--- src/rtl/assert_macros.svh ---
// Assertion macros used by the deframer back end (dfr_back).
`ifndef ASSERT_MACROS_SVH
`define ASSERT_MACROS_SVH
`ifndef SYNTHESIS
`define DFR_ASSERT(label, clk, rst_n, prop, msg) \
    label: assert property (@(posedge clk) disable iff (!rst_n) prop) else $error(msg);
`define DFR_ASSERT_NEVER(label, clk, rst_n, expr, msg) \
    label: assert property (@(posedge clk) disable iff (!rst_n) !(expr)) else $error(msg);
`else
`define DFR_ASSERT(label, clk, rst_n, prop, msg)
`define DFR_ASSERT_NEVER(label, clk, rst_n, expr, msg)
`endif
`endif

--- src/rtl/dfr_pkg.sv ---
// Types, constants and the CRC step shared by the telemetry deframer.
`default_nettype none
package dfr_pkg;

    localparam int MAX_PAYLOAD   = 32;
    localparam int TELEMETRY_LEN = 24;
    localparam int IDX_W         = 5;
    localparam int MEM_AW        = IDX_W + 1;
    localparam int CNT_W         = 6;
    localparam int CFG_IDX_W     = 3;

    localparam logic [15:0] CRC_INIT = 16'hFFFF;
    localparam logic [15:0] CRC_POLY = 16'hA001;

    localparam logic [CFG_IDX_W-1:0] CFG_MARK_FIRST  = 3'd0;
    localparam logic [CFG_IDX_W-1:0] CFG_MARK_SECOND = 3'd1;
    localparam logic [CFG_IDX_W-1:0] CFG_VERSION     = 3'd2;
    localparam logic [CFG_IDX_W-1:0] CFG_KIND        = 3'd3;

    typedef enum logic [1:0] {
        STAT_GOOD  = 2'd0,
        STAT_CRC   = 2'd1,
        STAT_PROTO = 2'd2,
        STAT_LEN   = 2'd3
    } frame_status_t;

    typedef enum logic [3:0] {
        FS_HUNT,
        FS_MARK2,
        FS_VER,
        FS_KIND,
        FS_SEQ,
        FS_LEN,
        FS_PAY,
        FS_CRC_LO,
        FS_CRC_HI
    } front_state_t;

    typedef struct packed {
        frame_status_t status;
        logic          bank;
    } job_t;

    typedef struct packed {
        logic              en;
        logic [MEM_AW-1:0] addr;
        logic [7:0]        data;
    } wr_req_t;

    function automatic logic [15:0] crc_feed(input logic [15:0] crc, input logic [7:0] b);
        logic [15:0] c;
        c = crc ^ {8'h00, b};
        for (int k = 0; k < 8; k++) begin
            if (c[0])
                c = (c >> 1) ^ CRC_POLY;
            else
                c = c >> 1;
        end
        return c;
    endfunction

endpackage
`default_nettype wire

--- src/rtl/telemetry_frame_deframer_top.sv ---
// Top level of the telemetry frame deframer.
//
// Usage:
//   rx channel (rx_valid/rx_ready/rx_byte) takes one received byte per transfer.
//   The block hunts for the two start-mark bytes, parses version, kind,
//   sequence and length, stores the payload and checks a CRC-16/Modbus sent
//   low byte first. Frames with a length above 32 are dropped without result.
//   At the CRC high byte a frame yields one status result (crc, protocol or
//   length error) or, for a good telemetry frame, 24 payload results with the
//   last one marked. Counters in each result wrap at 2^32.
//   Throughput: one byte per cycle on rx and one result per cycle, while
//   rx_ready and res_ready are high. A frame's first result passes the job
//   queue and the result register. rx_ready drops while the two-entry job
//   queue between the parser and the result sequencer is full; two payload
//   banks let the next frame be parsed while a good frame drains. A receiver
//   stall holds the result register and backs up through the queue to rx.
//   Reset restores the default marks, version and kind, clears the counters
//   and starts the hunt; no clearing pass. Configure only when idle.
`default_nettype none
module telemetry_frame_deframer_top (
    input  wire logic                          clk,
    input  wire logic                          rst_n,
    input  wire logic                          cfg_write,
    input  wire logic [dfr_pkg::CFG_IDX_W-1:0] cfg_index,
    input  wire logic [7:0]                    cfg_data,
    input  wire logic                          rx_valid,
    output logic                               rx_ready,
    input  wire logic [7:0]                    rx_byte,
    output logic                               res_valid,
    input  wire logic                          res_ready,
    output logic [1:0]                         frame_status,
    output logic [7:0]                         payload_byte,
    output logic [4:0]                         byte_index,
    output logic                               last_of_frame,
    output logic [31:0]                        good_frame_count,
    output logic [31:0]                        crc_error_count,
    output logic [31:0]                        protocol_error_count
);

    dfr_pkg::job_t    push_job;
    dfr_pkg::job_t    head;
    dfr_pkg::wr_req_t mem_wr;
    logic             q_push;
    logic             q_pop;
    logic             q_empty;
    logic             q_full;

    dfr_front u_front (
        .clk       (clk),
        .rst_n     (rst_n),
        .cfg_write (cfg_write),
        .cfg_index (cfg_index),
        .cfg_data  (cfg_data),
        .rx_valid  (rx_valid),
        .rx_ready  (rx_ready),
        .rx_byte   (rx_byte),
        .q_full    (q_full),
        .q_push    (q_push),
        .q_job     (push_job),
        .mem_wr    (mem_wr)
    );

    dfr_queue u_queue (
        .clk      (clk),
        .rst_n    (rst_n),
        .push     (q_push),
        .push_job (push_job),
        .pop      (q_pop),
        .head     (head),
        .empty    (q_empty),
        .full     (q_full)
    );

    dfr_back u_back (
        .clk                  (clk),
        .rst_n                (rst_n),
        .mem_wr               (mem_wr),
        .head                 (head),
        .q_empty              (q_empty),
        .q_pop                (q_pop),
        .res_valid            (res_valid),
        .res_ready            (res_ready),
        .frame_status         (frame_status),
        .payload_byte         (payload_byte),
        .byte_index           (byte_index),
        .last_of_frame        (last_of_frame),
        .good_frame_count     (good_frame_count),
        .crc_error_count      (crc_error_count),
        .protocol_error_count (protocol_error_count)
    );

endmodule
`default_nettype wire

--- src/rtl/dfr_front.sv ---
// Front end: configuration registers, start-mark hunt, header parse, CRC and frame judgment.
`default_nettype none
module dfr_front (
    input  wire logic                           clk,
    input  wire logic                           rst_n,
    input  wire logic                           cfg_write,
    input  wire logic [dfr_pkg::CFG_IDX_W-1:0]  cfg_index,
    input  wire logic [7:0]                     cfg_data,
    input  wire logic                           rx_valid,
    output logic                                rx_ready,
    input  wire logic [7:0]                     rx_byte,
    input  wire logic                           q_full,
    output logic                                q_push,
    output dfr_pkg::job_t                       q_job,
    output dfr_pkg::wr_req_t                    mem_wr
);

    logic [7:0] mark1_reg, mark2_reg, version_reg, kind_reg;

    dfr_pkg::front_state_t          state_reg, state_next;
    logic [15:0]                    crc_reg, crc_next;
    logic [7:0]                     ver_reg, ver_next;
    logic [7:0]                     kd_reg, kd_next;
    logic [7:0]                     len_reg, len_next;
    logic [7:0]                     crc_lo_reg, crc_lo_next;
    logic [dfr_pkg::CNT_W-1:0]      cnt_reg, cnt_next;
    logic                           bank_reg, bank_next;
    logic                           accept;
    logic [15:0]                    crc_step;
    logic [15:0]                    rx_crc;

    always_ff @(posedge clk or negedge rst_n) begin
        if (!rst_n) begin
            mark1_reg   <= 8'hAA;
            mark2_reg   <= 8'h55;
            version_reg <= 8'h01;
            kind_reg    <= 8'h02;
        end
        else if (cfg_write) begin
            case (cfg_index)
                dfr_pkg::CFG_MARK_FIRST:  mark1_reg   <= cfg_data;
                dfr_pkg::CFG_MARK_SECOND: mark2_reg   <= cfg_data;
                dfr_pkg::CFG_VERSION:     version_reg <= cfg_data;
                dfr_pkg::CFG_KIND:        kind_reg    <= cfg_data;
                default: ;
            endcase
        end
    end

    assign rx_ready = !q_full;
    assign accept   = rx_valid && rx_ready;
    assign crc_step = dfr_pkg::crc_feed(crc_reg, rx_byte);
    assign rx_crc   = {rx_byte, crc_lo_reg};

    always_ff @(posedge clk or negedge rst_n) begin
        if (!rst_n) begin
            state_reg <= dfr_pkg::FS_HUNT;
            crc_reg   <= dfr_pkg::CRC_INIT;
            cnt_reg   <= '0;
            bank_reg  <= 1'b0;
        end
        else begin
            state_reg <= state_next;
            crc_reg   <= crc_next;
            cnt_reg   <= cnt_next;
            bank_reg  <= bank_next;
        end
    end

    always_ff @(posedge clk) begin
        ver_reg    <= ver_next;
        kd_reg     <= kd_next;
        len_reg    <= len_next;
        crc_lo_reg <= crc_lo_next;
    end

    always_comb begin
        state_next  = state_reg;
        crc_next    = crc_reg;
        ver_next    = ver_reg;
        kd_next     = kd_reg;
        len_next    = len_reg;
        crc_lo_next = crc_lo_reg;
        cnt_next    = cnt_reg;
        bank_next   = bank_reg;
        q_push      = 1'b0;
        q_job       = '{status: dfr_pkg::STAT_GOOD, bank: bank_reg};
        mem_wr      = '{en: 1'b0, addr: {bank_reg, cnt_reg[dfr_pkg::IDX_W-1:0]},
                        data: rx_byte};
        if (accept) begin
            unique case (state_reg)
                dfr_pkg::FS_HUNT: begin
                    if (rx_byte == mark1_reg)
                        state_next = dfr_pkg::FS_MARK2;
                end
                dfr_pkg::FS_MARK2: begin
                    if (rx_byte == mark2_reg) begin
                        state_next = dfr_pkg::FS_VER;
                        crc_next   = dfr_pkg::CRC_INIT;
                    end
                    else if (rx_byte != mark1_reg) begin
                        state_next = dfr_pkg::FS_HUNT;
                    end
                end
                dfr_pkg::FS_VER: begin
                    ver_next   = rx_byte;
                    crc_next   = crc_step;
                    state_next = dfr_pkg::FS_KIND;
                end
                dfr_pkg::FS_KIND: begin
                    kd_next    = rx_byte;
                    crc_next   = crc_step;
                    state_next = dfr_pkg::FS_SEQ;
                end
                dfr_pkg::FS_SEQ: begin
                    crc_next   = crc_step;
                    state_next = dfr_pkg::FS_LEN;
                end
                dfr_pkg::FS_LEN: begin
                    len_next = rx_byte;
                    crc_next = crc_step;
                    cnt_next = '0;
                    // drop oversized frames silently
                    if (rx_byte > 8'(dfr_pkg::MAX_PAYLOAD))
                        state_next = dfr_pkg::FS_HUNT;
                    else if (rx_byte == 8'd0)
                        state_next = dfr_pkg::FS_CRC_LO;
                    else
                        state_next = dfr_pkg::FS_PAY;
                end
                dfr_pkg::FS_PAY: begin
                    mem_wr.en = 1'b1;
                    crc_next  = crc_step;
                    cnt_next  = cnt_reg + dfr_pkg::CNT_W'(1);
                    if (8'(cnt_next) == len_reg)
                        state_next = dfr_pkg::FS_CRC_LO;
                end
                dfr_pkg::FS_CRC_LO: begin
                    crc_lo_next = rx_byte;
                    state_next  = dfr_pkg::FS_CRC_HI;
                end
                dfr_pkg::FS_CRC_HI: begin
                    state_next = dfr_pkg::FS_HUNT;
                    q_push     = 1'b1;
                    if (rx_crc != crc_reg)
                        q_job.status = dfr_pkg::STAT_CRC;
                    else if (ver_reg != version_reg || kd_reg != kind_reg)
                        q_job.status = dfr_pkg::STAT_PROTO;
                    else if (len_reg != 8'(dfr_pkg::TELEMETRY_LEN))
                        q_job.status = dfr_pkg::STAT_LEN;
                    else
                        bank_next = ~bank_reg;
                end
                default: state_next = dfr_pkg::FS_HUNT;
            endcase
        end
    end

endmodule
`default_nettype wire

--- src/rtl/dfr_queue.sv ---
// Two-entry job queue between the front end and the result sequencer.
`default_nettype none
module dfr_queue (
    input  wire logic          clk,
    input  wire logic          rst_n,
    input  wire logic          push,
    input  wire dfr_pkg::job_t push_job,
    input  wire logic          pop,
    output dfr_pkg::job_t      head,
    output logic               empty,
    output logic               full
);

    dfr_pkg::job_t slot_reg [2];
    logic          wr_ptr_reg, wr_ptr_next;
    logic          rd_ptr_reg, rd_ptr_next;
    logic [1:0]    count_reg, count_next;

    assign empty = (count_reg == 2'd0);
    assign full  = (count_reg == 2'd2);
    assign head  = slot_reg[rd_ptr_reg];

    always_comb begin
        wr_ptr_next = push ? ~wr_ptr_reg : wr_ptr_reg;
        rd_ptr_next = pop ? ~rd_ptr_reg : rd_ptr_reg;
        count_next  = count_reg + {1'b0, push} - {1'b0, pop};
    end

    always_ff @(posedge clk or negedge rst_n) begin
        if (!rst_n) begin
            wr_ptr_reg <= 1'b0;
            rd_ptr_reg <= 1'b0;
            count_reg  <= 2'd0;
        end
        else begin
            wr_ptr_reg <= wr_ptr_next;
            rd_ptr_reg <= rd_ptr_next;
            count_reg  <= count_next;
        end
    end

    always_ff @(posedge clk) begin
        if (push)
            slot_reg[wr_ptr_reg] <= push_job;
    end

endmodule
`default_nettype wire

--- src/rtl/dfr_back.sv ---
// Back end: payload memory, result sequencer, frame counters and result register.
`include "assert_macros.svh"
`default_nettype none
module dfr_back (
    input  wire logic                      clk,
    input  wire logic                      rst_n,
    input  wire dfr_pkg::wr_req_t          mem_wr,
    input  wire dfr_pkg::job_t             head,
    input  wire logic                      q_empty,
    output logic                           q_pop,
    output logic                           res_valid,
    input  wire logic                      res_ready,
    output logic [1:0]                     frame_status,
    output logic [7:0]                     payload_byte,
    output logic [dfr_pkg::IDX_W-1:0]      byte_index,
    output logic                           last_of_frame,
    output logic [31:0]                    good_frame_count,
    output logic [31:0]                    crc_error_count,
    output logic [31:0]                    protocol_error_count
);

    logic [7:0]                  mem [2**dfr_pkg::MEM_AW];
    logic [dfr_pkg::IDX_W-1:0]   idx_reg, idx_next;
    logic                        valid_reg, valid_next;
    dfr_pkg::frame_status_t      status_reg;
    logic [7:0]                  data_reg;
    logic [dfr_pkg::IDX_W-1:0]   index_reg;
    logic                        last_reg;
    logic [31:0]                 good_reg, good_next;
    logic [31:0]                 crcerr_reg, crcerr_next;
    logic [31:0]                 proto_reg, proto_next;
    logic                        load;
    logic                        is_good;
    logic                        is_last;
    logic [dfr_pkg::MEM_AW-1:0]  rd_addr;

    assign load    = (!valid_reg || res_ready) && !q_empty;
    assign is_good = (head.status == dfr_pkg::STAT_GOOD);
    assign is_last = !is_good || (idx_reg == dfr_pkg::IDX_W'(dfr_pkg::TELEMETRY_LEN - 1));
    assign q_pop   = load && is_last;
    assign rd_addr = {head.bank, idx_reg};

    always_comb begin
        idx_next    = idx_reg;
        valid_next  = valid_reg;
        good_next   = good_reg;
        crcerr_next = crcerr_reg;
        proto_next  = proto_reg;
        if (load) begin
            valid_next = 1'b1;
            idx_next   = is_last ? '0 : idx_reg + dfr_pkg::IDX_W'(1);
            if (idx_reg == '0) begin
                case (head.status)
                    dfr_pkg::STAT_GOOD:  good_next   = good_reg + 32'd1;
                    dfr_pkg::STAT_CRC:   crcerr_next = crcerr_reg + 32'd1;
                    dfr_pkg::STAT_PROTO: proto_next  = proto_reg + 32'd1;
                    default: ;
                endcase
            end
        end
        else if (res_ready) begin
            valid_next = 1'b0;
        end
    end

    always_ff @(posedge clk or negedge rst_n) begin
        if (!rst_n) begin
            idx_reg    <= '0;
            valid_reg  <= 1'b0;
            good_reg   <= '0;
            crcerr_reg <= '0;
            proto_reg  <= '0;
        end
        else begin
            idx_reg    <= idx_next;
            valid_reg  <= valid_next;
            good_reg   <= good_next;
            crcerr_reg <= crcerr_next;
            proto_reg  <= proto_next;
        end
    end

    always_ff @(posedge clk) begin
        if (mem_wr.en)
            mem[mem_wr.addr] <= mem_wr.data;
        if (load) begin
            data_reg   <= is_good ? mem[rd_addr] : 8'h00;
            status_reg <= head.status;
            index_reg  <= is_good ? idx_reg : '0;
            last_reg   <= is_last;
        end
    end

    assign res_valid            = valid_reg;
    assign frame_status         = status_reg;
    assign payload_byte         = data_reg;
    assign byte_index           = index_reg;
    assign last_of_frame        = last_reg;
    assign good_frame_count     = good_reg;
    assign crc_error_count      = crcerr_reg;
    assign protocol_error_count = proto_reg;

    `DFR_ASSERT(a_good_last_idx, clk, rst_n, (valid_reg && last_reg && status_reg == dfr_pkg::STAT_GOOD) |-> (index_reg == dfr_pkg::IDX_W'(dfr_pkg::TELEMETRY_LEN - 1)), "good frame ends at wrong index")
    `DFR_ASSERT(a_status_single, clk, rst_n, (valid_reg && status_reg != dfr_pkg::STAT_GOOD) |-> (last_reg && data_reg == 8'h00 && index_reg == '0), "status result not a lone zero result")
    `DFR_ASSERT(a_good_step, clk, rst_n, !$stable(good_reg) |-> (good_reg == $past(good_reg) + 32'd1 && $past(load)), "good count moved without a loaded frame")
    `DFR_ASSERT_NEVER(a_pop_empty, clk, rst_n, q_pop && q_empty, "pop from empty queue")

endmodule
`default_nettype wire
--- config.mk ---
export PLATFORM = sky130hd
export DESIGN_NAME = telemetry_frame_deframer_top
export DESIGN_NICKNAME = d
export VERILOG_FILES = /design/src/rtl/dfr_pkg.sv /design/src/rtl/telemetry_frame_deframer_top.sv /design/src/rtl/dfr_front.sv /design/src/rtl/dfr_queue.sv /design/src/rtl/dfr_back.sv
export VERILOG_INCLUDE_DIRS = /design/src /design/src/rtl
export SDC_FILE = /design/constraint.sdc
export NUM_CORES = 1
export LEC_CHECK = 0
export ABC_AREA = 1
export BUFFER_PORTS_ARGS = -buffer_cell sky130_fd_sc_hd__buf_2
export CORE_MARGIN = 5
export CORE_UTILIZATION = 40
export CTS_CLUSTER_SIZE = 28
export DETAILED_ROUTE_END_ITERATION = 8
export MAX_ROUTING_LAYER = met4
export PLACE_DENSITY_LB_ADDON = 0.08
export SYNTH_ARGS = -nofsm -noshare
export SYNTH_HDL_FRONTEND = slang
export SYNTH_SLANG_ARGS = --single-unit
--- constraint.sdc ---
create_clock -name clk -period 3.4 [get_ports clk]
set_input_delay 0.34 -clock clk [delete_from_list [all_inputs] [get_ports clk]]
set_output_delay 0.34 -clock clk [all_outputs]
set_load 0.05 [all_outputs]
==> results of run 1 <==
## what timing repair did
action	4_1_cts	5_1_grt
hold endpoints to repair	61	0
gates resized for setup	0	0
hold buffers	1	0
setup buffers	0	0
## final timing paths
path / endpoint / slack [ns] / cells past startpoint / start
min in group asynchronous: u_back.protocol_error_count[28]$_DFFE_PN0P_ / 0.30 / 2 / rst_n
max reg2reg: u_back.payload_byte[3]$_SDFFCE_PP0P_ / 0.57 / 8 / u_back.idx_reg[1]$_DFFE_PN0P_
min reg2reg: u_back.good_frame_count[31]$_DFFE_PN0P_ / 0.47 / 1 / u_back.good_frame_count[31]$_DFFE_PN0P_
min: u_front.crc_lo_reg[7]$_DFFE_PP_ / 0.09 / 1 / rx_byte[7]
max: u_back.payload_byte[3]$_SDFFCE_PP0P_ / 0.57 / 8 / u_back.idx_reg[1]$_DFFE_PN0P_
max in group asynchronous: u_back.crc_error_count[15]$_DFFE_PN0P_ / 2.24 / 3 / rst_n
## routing by layer
metal	global-route usage [%]	part of all wire [%]	vias up
met5	-	0	-
met4	5.98	2.5	0
met1	29.2	45	10300
met2	31.7	46	593
li1	-	-	9708
met3	3.19	6.2	134
## area by class of cell
type / count / share of cell area (%)
Sequential cell: 731 / 58.8
Timing Repair Buffer: 249 / 4.59
Clock inverter: 31 / 0.678
Clock buffer: 112 / 6.15
Tap cell: 1040 / 3.62
Antenna cell: 1 / 0.00695
Inverter: 155 / 1.63
Multi-Input combinational cell: 1625 / 24.5
## cells by family (layout without fill, tap and decap cells)
family | after synthesis | after routing | share of synthesized area [%]
buffers and inverters | 267 | 547 | 3.36
and+or+nand+nor | 944 | 944 | 13.3
xor gates and xnor gates | 153 | 153 | 4.32
DFF | 731 | 731 | 68.2
adders and majority gates | 8 | 8 | 0.323
other | 0 | 1 | 0
AOI/OAI and AO/OA | 460 | 460 | 8.59
muxes | 60 | 60 | 1.94
## power by group
group	switching [mW]	leakage, nW	internal, mW
registers	0.347	7.14	9.99
clock network	3.43	1.21	4.82
logic	3.71	5.60	1.59
## placed cells by master, fill, tap and decap left out, drive strengths merged, types with 80 or more instances in the layout
cell / n
inv: 153
nand2: 408
o21ai: 238
xor2: 91
edfxtp: 566
o22ai: 87
dfrtp: 139
nand3: 80
buf: 248
nor2: 347
clkbuf: 112
## cell usage after synthesis (all sizes together), types with 3 or more instances
| master | count | area, um^2 |
|---|---|---|
| clkinv | 3 | 11.3 |
| inv | 152 | 571 |
| xnor2 | 62 | 543 |
| o21ai | 238 | 1210 |
| nand2 | 408 | 1590 |
| buf | 42 | 196 |
| mux2i | 60 | 601 |
| a22oi | 8 | 60.1 |
| edfxtp | 566 | 17000 |
| o221ai | 33 | 289 |
| a221oi | 8 | 70.1 |
| a21oi | 65 | 325 |
| ha | 8 | 100 |
| nor2 | 347 | 1410 |
| and3 | 9 | 56.3 |
| nor4 | 20 | 138 |
| a32oi | 3 | 26.3 |
| clkbuf | 70 | 263 |
| or2 | 3 | 18.8 |
| dfstp | 26 | 683 |
| nand4 | 26 | 181 |
| o22ai | 87 | 544 |
| nor3 | 47 | 284 |
| nand3 | 80 | 410 |
| xor2 | 91 | 797 |
| dfrtp | 139 | 3480 |
| o211ai | 10 | 75.1 |
==> results.py, run 1 <==
metrics = {
    "floorplanning": {
        "fp.dieW_um": 288,
        "rows": 102,
        "core_area_um2": 77200,
        "boundaryPins": 138,
        "initial_core_util_pct": 40.2,
        "die_area_um2": 83200,
        "die_h_um": 288,
    },
    "global_route": {
        "track_usage_pct": 20.8,
        "antenna_found_initial": 2,
        "grt_pass1_vias": 20600,
        "grt_pass1_wl_um": 128000,
        "grt_overflow": 0,
        "grt_max_degree": 90,
    },
    "cells_and_area": {
        "multi_input_area_um2": 8820,
        "seqCellArea_um2": 21200,
        "finish.utilization_pct": 46.6,
        "largest_reg_flops": 512,
        "drive_gt1_share_pct": 15.1,
        "instances_no_fill": 3944,
        "num-fill-cells": 7078,
        "finish.net_count": 2874,
        "regMostFlops": "u_back.mem",
        "fin_area_um2": 36000,
        "syn_to_final_growth_pct": 16.0,
    },
    "placed_design": {
        "gp_congestion": 0.873,
        "dp_hpwl_um": 54800,
        "io_buffers": 137,
        "dpl_cell_area_um2": 33500,
        "dpl_worst_slack_ns": 0.640,
        "dp.cells": 3799,
    },
    "synthesis": {
        "ys_seq_area_share_pct": 68.2,
        "ys_ff_latch": 731,
        "synth_cells": 2623,
        "synth_fp_nets": 2655,
        "synth_enable_flop_cells": 566,
        "ys_warn_count": 0,
        "synth-async-reset-ratio_pct": 22.6,
        "synthDistinctLibCells": 51,
        "syn_area_per_cell_um2": 11.8,
        "synthFlopType": "edfxtp_1",
        "syn_area_um2": 31000,
    },
    "routing": {
        "ant_nets": 0,
        "drt-total-wl_um": 85400,
        "post-route-drc-count": 0,
        "vias": 20800,
        "vias_per_cell": 5.26,
        "wl_per_cell_um": 21.6,
        "drt-pass1-iter-count": 5,
        "drt_iter0_markers": 1736,
    },
    "clocking": {
        "clockBufferDepth": 3,
        "insertion_delay_ns": 0.61,
        "cts_inserted_buffers": 80,
        "cts_tree": "done",
        "cts_root_buf": "clkbuf_16",
        "clkTransAtPathRegs_ns": 0.06,
        "cts_sinks": 731,
        "cts_htree_levels": 3,
    },
    "timing": {
        "layout_min_cycle_time_ns": 2.83,
        "drv_slew": 0,
        "fmax_mhz": 354,
        "fin_worst_skew_ns": 0.0150,
        "whs_ns": 0.0884,
        "setup_tns_ns": 0,
        "setup_slack_ns": 0.573,
        "tightest_slew_ns": 0.924,
        "rsz0062_at_grt": "no",
        "slew_headroom_pct": 38.2,
        "finalCritPeriodShare_pct": 83.1,
        "setup_viol": 0,
        "finalHoldViolCount": 0,
    },
    "critical_path": {
        "cpMostUsedCell": "a21oi_1",
        "critPathCaptureType": "register",
        "crit_slowest_cell": "nand2_1",
        "critPathBufInv": 1,
        "crit_family": "simple AND/OR/NAND/NOR gates",
        "cp-start-kind": "register",
        "arrival_ns": 3.27,
        "critPathRequiredTime_ns": 3.84,
        "crit_type": "reg2reg",
        "crit_fanout": 14,
        "critPathMaxStageDelay_ns": 0.55,
        "cp_cell_sequence": "nand2_1, buf_4, a21oi_1, nor3_1, a21oi_1, o21ai_0, and3_1, nor2_1",
    },
    "power": {
        "leakagePower_nw": 14.0,
        "ir_drop_uv": 395,
        "finalPower_mw": 23.9,
        "p_per_area_nw_per_um2": 664,
    },
    "flow_run": {
        "maxCapViolCount": 0,
    },
    "min_path": {
        "hold_class": "in2reg",
    },
    "outcome": {
        "outcome": "finished, final reports clean",
    },
}
No activity file was read; power rests on OpenSTA's default activity.
==> run 2: changes to the inputs <==
==> constraint.sdc (replaced) <==
create_clock -name clk -period 2.3 [get_ports clk]
set_input_delay 0.23 -clock clk [delete_from_list [all_inputs] [get_ports clk]]
set_output_delay 0.23 -clock clk [all_outputs]
set_load 0.05 [all_outputs]
==> run 2 against run 1 <==
  * Critical path depth increased by 3
  * Setup slack got worse by 0.56 ns
  * Non-clock buffer count increased by 86
  * Global-route usage increased by 0.18 points
  * Register-to-register slack got worse by 0.56 ns
  * Final area increased by 4.8%
  * Highest routed layer unchanged
==> results.py, run 2 (synthesis gave the netlist of run 1 again) <==
metrics = {
    "outcome": {
        "outcome": "finished, final reports clean",
    },
    "power": {
        "ir_drop_uv": 576,
        "p_per_area_nw_per_um2": 992,
        "leakagePower_nw": 14.6,
        "finalPower_mw": 37.4,
    },
    "routing": {
        "drt-total-wl_um": 86000,
        "drt_iter0_markers": 1577,
        "ant_nets": 0,
        "vias": 21100,
        "vias_per_cell": 5.23,
        "post-route-drc-count": 0,
        "drt-pass1-iter-count": 7,
        "wl_per_cell_um": 21.3,
    },
    "clocking": {
        "insertion_delay_ns": 0.62,
        "cts_htree_levels": 3,
        "cts_root_buf": "clkbuf_16",
        "cts_inserted_buffers": 82,
        "cts_tree": "done",
        "clockBufferDepth": 3,
        "clkTransAtPathRegs_ns": 0.06,
        "cts_sinks": 731,
    },
    "cells_and_area": {
        "finish.utilization_pct": 48.9,
        "layout_common_cells": "566 x edfxtp_1, 394 x nand2_1, 295 x nor2_1",
        "syn_to_final_growth_pct": 21.6,
        "instances_no_fill": 4038,
        "largest_reg_flops": 512,
        "finish.net_count": 2962,
        "final_common_cell": "edfxtp_1",
        "regMostFlops": "u_back.mem",
        "fin_area_um2": 37700,
        "drive_gt1_share_pct": 19.4,
    },
    "min_path": {
        "hold_end": "u_front.crc_lo_reg[4]$_DFFE_PP_",
        "hold_class": "in2reg",
        "hold_start": "rx_byte[4]",
        "min_path_cells": 1,
    },
    "global_route": {
        "grt_overflow": 0,
        "grt_pass1_wl_um": 129000,
        "grt_max_degree": 65,
        "antenna_found_initial": 2,
        "grt_pass1_vias": 20800,
        "track_usage_pct": 21.0,
    },
    "floorplanning": {
        "boundaryPins": 138,
        "die_h_um": 288,
        "die_area_um2": 83200,
        "core_area_um2": 77200,
        "rows": 102,
        "initial_core_util_pct": 40.2,
        "fp.dieW_um": 288,
    },
    "placed_design": {
        "io_buffers": 137,
        "dpl_worst_slack_ns": -0.0578,
        "dpl_cell_area_um2": 34500,
        "dp_hpwl_um": 56300,
        "gp_congestion": 0.856,
        "dp.cells": 3856,
    },
    "critical_path": {
        "regToRegStartpoint": "u_back.idx_reg[0]$_DFFE_PN0P_",
        "critPathMaxStageDelay_ns": 0.54,
        "arrival_ns": 2.67,
        "cp-start-kind": "register",
        "worstRegToRegCells": 11,
        "critPathRequiredTime_ns": 2.69,
        "regToRegSetupSlack_ns": 0.02,
        "crit_type": "reg2reg",
        "r2r_end": "u_back.payload_byte[7]$_SDFFCE_PP0P_",
        "crit_fanout": 46,
        "critPathCaptureType": "register",
        "crit_slowest_cell": "dfrtp_4",
        "cp_cell_sequence": "buf_4, buf_12, o21ai_0, o22ai_1, nor2_1, o22ai_1, buf_4, nand2_1, nand3_1, nand2_1, nor2_1",
    },
    "timing": {
        "slew_headroom_pct": 44.9,
        "fmax_mhz": 438,
        "layout_min_cycle_time_ns": 2.28,
        "finalHoldViolCount": 0,
        "setup_viol": 0,
        "setup_tns_ns": 0,
        "fin_worst_skew_ns": 0.0209,
        "drv_slew": 0,
        "setup_slack_ns": 0.0178,
        "finalCritPeriodShare_pct": 99.2,
        "tightest_slew_ns": 0.827,
        "whs_ns": 0.0843,
        "rsz0062_at_grt": "yes",
    },
    "flow_run": {
        "maxCapViolCount": 0,
    },
}
run 2: cell count changes in the layout (fill, tap and decap cells not counted), moves of 14 or more:
cell           delta
nor2_4           +32
buf_12           +25
nor2_1           -36
buf_4            +39
dlygate4sd3_1    +14
run 2: final cells by class:
cell class / instances / area [um^2]
Clock buffer: 113 / 2270
Antenna cell: 1 / 2.50
Timing Repair Buffer: 335 / 2710
Clock inverter: 38 / 450
Inverter: 155 / 594
Multi-Input combinational cell: 1625 / 9240
Sequential cell: 731 / 21200
Tap cell: 1040 / 1300
Fill cell: 6938 / 39500
run 2: critical path: cells and delay by family (launching register included):
kind / cells / cell delay, ns
AO/OA/AOI/OAI: 3 / 0.51
flip-flops: 1 / 0.54
AND/OR/NAND/NOR: 5 / 0.40
buffers and inverters: 3 / 0.56
run 2: worst max path at each step:
stage	to	depth (start not counted)	startpoint
final	u_back.payload_byte[7]$_SDFFCE_PP0P_	11	u_back.idx_reg[0]$_DFFE_PN0P_
after global routing	u_back.good_frame_count[29]$_DFFE_PN0P_	14	u_back.idx_reg[0]$_DFFE_PN0P_
after CTS	u_back.payload_byte[2]$_SDFFCE_PP0P_	10	u_back.idx_reg[0]$_DFFE_PN0P_
after detailed placement	u_back.payload_byte[7]$_SDFFCE_PP0P_	10	u_back.idx_reg[0]$_DFFE_PN0P_
after global placement	u_back.payload_byte[0]$_SDFFCE_PP0P_	8	u_back.idx_reg[0]$_DFFE_PN0P_
after floorplan	u_back.crc_error_count[17]$_DFFE_PN0P_	16	u_back.idx_reg[0]$_DFFE_PN0P_
run 2: repair_timing:
item                       4_1_cts  5_1_grt
pin swaps                        1       16
resized for setup                5       30
hold buffers                    15        0
setup buffers                    0       14
gates cloned                     0        1
setup endpoints to repair        7      197
hold endpoints to repair        86        0
run 2: routing by layer:
layer	vias to the layer above	track usage (%)	part of all wire, %
li1	9922	-	-
met1	10500	28.3	44
met2	558	33.4	48
met3	120	4.18	5.7
met4	0	4.44	1.9
met5	-	-	0
run 2: where the power goes:
part	internal [mW]	switching, mW	leakage [nW]
combinational	3.16	5.93	6.18
sequential	14.8	0.383	7.14
clock	7.94	5.26	1.32
==> run 3: changes to the inputs <==
--- a/config.mk
+++ b/config.mk
@@ -8,12 +8,15 @@
 export LEC_CHECK = 0
 export ABC_AREA = 1
 export BUFFER_PORTS_ARGS = -buffer_cell sky130_fd_sc_hd__buf_2
+export CELL_PAD_IN_SITES_DETAIL_PLACEMENT = 0
+export CELL_PAD_IN_SITES_GLOBAL_PLACEMENT = 1
 export CORE_MARGIN = 5
 export CORE_UTILIZATION = 40
 export CTS_CLUSTER_SIZE = 28
 export DETAILED_ROUTE_END_ITERATION = 8
 export MAX_ROUTING_LAYER = met4
 export PLACE_DENSITY_LB_ADDON = 0.08
+export RECOVER_POWER = 50
 export SYNTH_ARGS = -nofsm -noshare
 export SYNTH_HDL_FRONTEND = slang
 export SYNTH_SLANG_ARGS = --single-unit
==> run 3 against run 2 <==
  * Setup slack better by 0.0082 ns
  * Global-route usage up 0.61 points
  * Die area unchanged
  * Critical endpoint is now u_back.payload_byte[0]$_SDFFCE_PP0P_
  * First-iteration DRC count down 7.7%
  * The flow now finishes with violations (capacitance limit, slew limit)
  * Sequential share of layout area up 0.24 points
==> results.py, run 3 (synthesis gave the netlist of run 1 again) <==
metrics = {
    "outcome": {
        "outcome": "finished, violations left",
        "violations": "capacitance limit, slew limit",
    },
    "critical_path": {
        "crit_family": "simple AND/OR/NAND/NOR gates",
        "critPathRequiredTime_ns": 2.67,
        "cpMostUsedCell": "nand2_1",
        "arrival_ns": 2.64,
        "regToRegSetupSlack_ns": 0.03,
        "cp-start-kind": "register",
        "cp_cell_sequence": "buf_12, buf_12, buf_4, nor2_1, o22ai_1, o21ai_1, o22ai_1, nand2_1, nand2_1, nand2_1, nor2_1",
        "crit_fanout": 34,
        "crit_slowest_cell": "dfrtp_4",
        "critPathBufInv": 3,
        "crit_type": "reg2reg",
        "critPathMaxStageDelay_ns": 0.52,
        "critPathCaptureType": "register",
    },
    "floorplanning": {
        "boundaryPins": 138,
        "fp.dieW_um": 288,
        "initial_core_util_pct": 40.2,
        "die_area_um2": 83200,
        "core_area_um2": 77200,
        "rows": 102,
        "die_h_um": 288,
    },
    "global_route": {
        "grt_pass1_vias": 21000,
        "grt_overflow": 0,
        "antenna_found_initial": 0,
        "track_usage_pct": 21.6,
        "grt_pass1_wl_um": 133000,
        "grt_max_degree": 68,
    },
    "cells_and_area": {
        "final_common_cell": "edfxtp_1",
        "finish.net_count": 2969,
        "num-fill-cells": 6969,
        "insertedDiodeCount": 0,
        "fin_area_um2": 37600,
        "instances_no_fill": 4041,
        "drive_gt1_share_pct": 17.7,
        "syn_to_final_growth_pct": 21.1,
        "regMostFlops": "u_back.mem",
        "finish.utilization_pct": 48.7,
        "layout_common_cells": "566 x edfxtp_1, 394 x nand2_1, 291 x nor2_1",
        "largest_reg_flops": 512,
    },
    "clocking": {
        "clkTransAtPathRegs_ns": 0.06,
        "insertion_delay_ns": 0.62,
        "clockBufferDepth": 3,
        "cts_root_buf": "clkbuf_16",
        "cts_tree": "done",
        "cts_inserted_buffers": 83,
        "cts_htree_levels": 3,
        "cts_sinks": 731,
    },
    "placed_design": {
        "io_buffers": 137,
        "dpl_worst_slack_ns": -0.139,
        "gp_congestion": 0.844,
        "dp.cells": 3862,
        "dpl_cell_area_um2": 34500,
        "dp_hpwl_um": 57300,
    },
    "timing": {
        "layout_min_cycle_time_ns": 2.27,
        "fmax_mhz": 440,
        "tightest_slew_ns": 1.62,
        "drv_slew": 67,
        "whs_ns": 0.252,
        "rsz0062_at_grt": "yes",
        "finalCritPeriodShare_pct": 98.9,
        "setup_viol": 0,
        "setup_tns_ns": 0,
        "finalHoldViolCount": 0,
        "setup_slack_ns": 0.0260,
        "slew_headroom_pct": -8.10,
        "fin_worst_skew_ns": 0.0155,
    },
    "power": {
        "leakagePower_nw": 14.5,
        "ir_drop_uv": 567,
        "p_per_area_nw_per_um2": 978,
        "finalPower_mw": 36.8,
    },
    "routing": {
        "drt-pass1-iter-count": 5,
        "drt-total-wl_um": 87700,
        "drt_iter0_markers": 1456,
        "ant_nets": 0,
        "vias_per_cell": 5.17,
        "vias": 20900,
        "post-route-drc-count": 0,
        "wl_per_cell_um": 21.7,
    },
    "min_path": {
        "hold_class": "in2reg",
    },
    "flow_run": {
        "maxCapViolCount": 1,
    },
}
[run 3: cell count changes in the layout (fill, tap and decap cells not counted), moves of 4 or more]
cell,previous run,this run
clkinv_1,12,7
o22ai_1,80,87
clkbuf_1,23,80
buf_4,143,128
clkbuf_2,0,10
nor2_1,295,291
o22ai_2,7,0
buf_2,134,86
clkbuf_4,0,4
buf_6,7,2
clkinv_2,8,21
[run 3: per-layer routing]
layer | wire [um] | GRT usage [%]
met1 | 38400 | 28.6
met4 | 1660 | 5.20
met2 | 43400 | 35.6
met3 | 4250 | 3.02
met5 | 0 | -
[run 3: what timing repair did]
item                                   in CTS  in global routing
pin swaps                                   2                 20
setup buffers                               1                 14
gates resized for setup                    13                 29
hold buffers                               14                  0
cloned                                      2                  0
setup endpoints to repair                   7                191
endpoints found under the hold margin      83                  0
[run 3: tightest hold or removal path, stage by stage]
cell and delay [ns]:
buf_2 0.11, nand3_1 0.37, o21ai_0 0.14
[run 3: path summary, 6_finish.rpt]
check                                                            startpoint                                     endpoint  cells after the start
worst max-delay path                          u_back.idx_reg[0]$_DFFE_PN0P_         u_back.payload_byte[0]$_SDFFCE_PP0P_                     11
worst min-delay path                                           cfg_index[0]             u_front.mark2_reg[0]$_DFFE_PN1P_                      3
worst max register to register                u_back.idx_reg[0]$_DFFE_PN0P_         u_back.payload_byte[0]$_SDFFCE_PP0P_                     11
worst min register to register  u_back.protocol_error_count[31]$_DFFE_PN0P_  u_back.protocol_error_count[31]$_DFFE_PN0P_                      1
max in group asynchronous                                             rst_n      u_back.good_frame_count[27]$_DFFE_PN0P_                      3
min in group asynchronous                                             rst_n        u_back.crc_error_count[2]$_DFFE_PN0P_                      2
[run 3: final cells by class]
type                       count  area [um^2]  share of cell area, %
inverter                     155          592                   1.58
timing repair buffer         341         2630                   7.00
sequential                   731        21200                   56.3
tap                         1040         1300                   3.46
clock buffer                 110         2290                   6.10
multi-input combinational   1625         9230                   24.6
clock inverter                39          355                  0.946
[run 3: report_power, final]
part           switching, mW  internal [mW]  leakage [nW]
Sequential             0.358           14.8          7.14
Combinational           5.72           2.95          6.01
Clock                   5.28           7.67          1.30
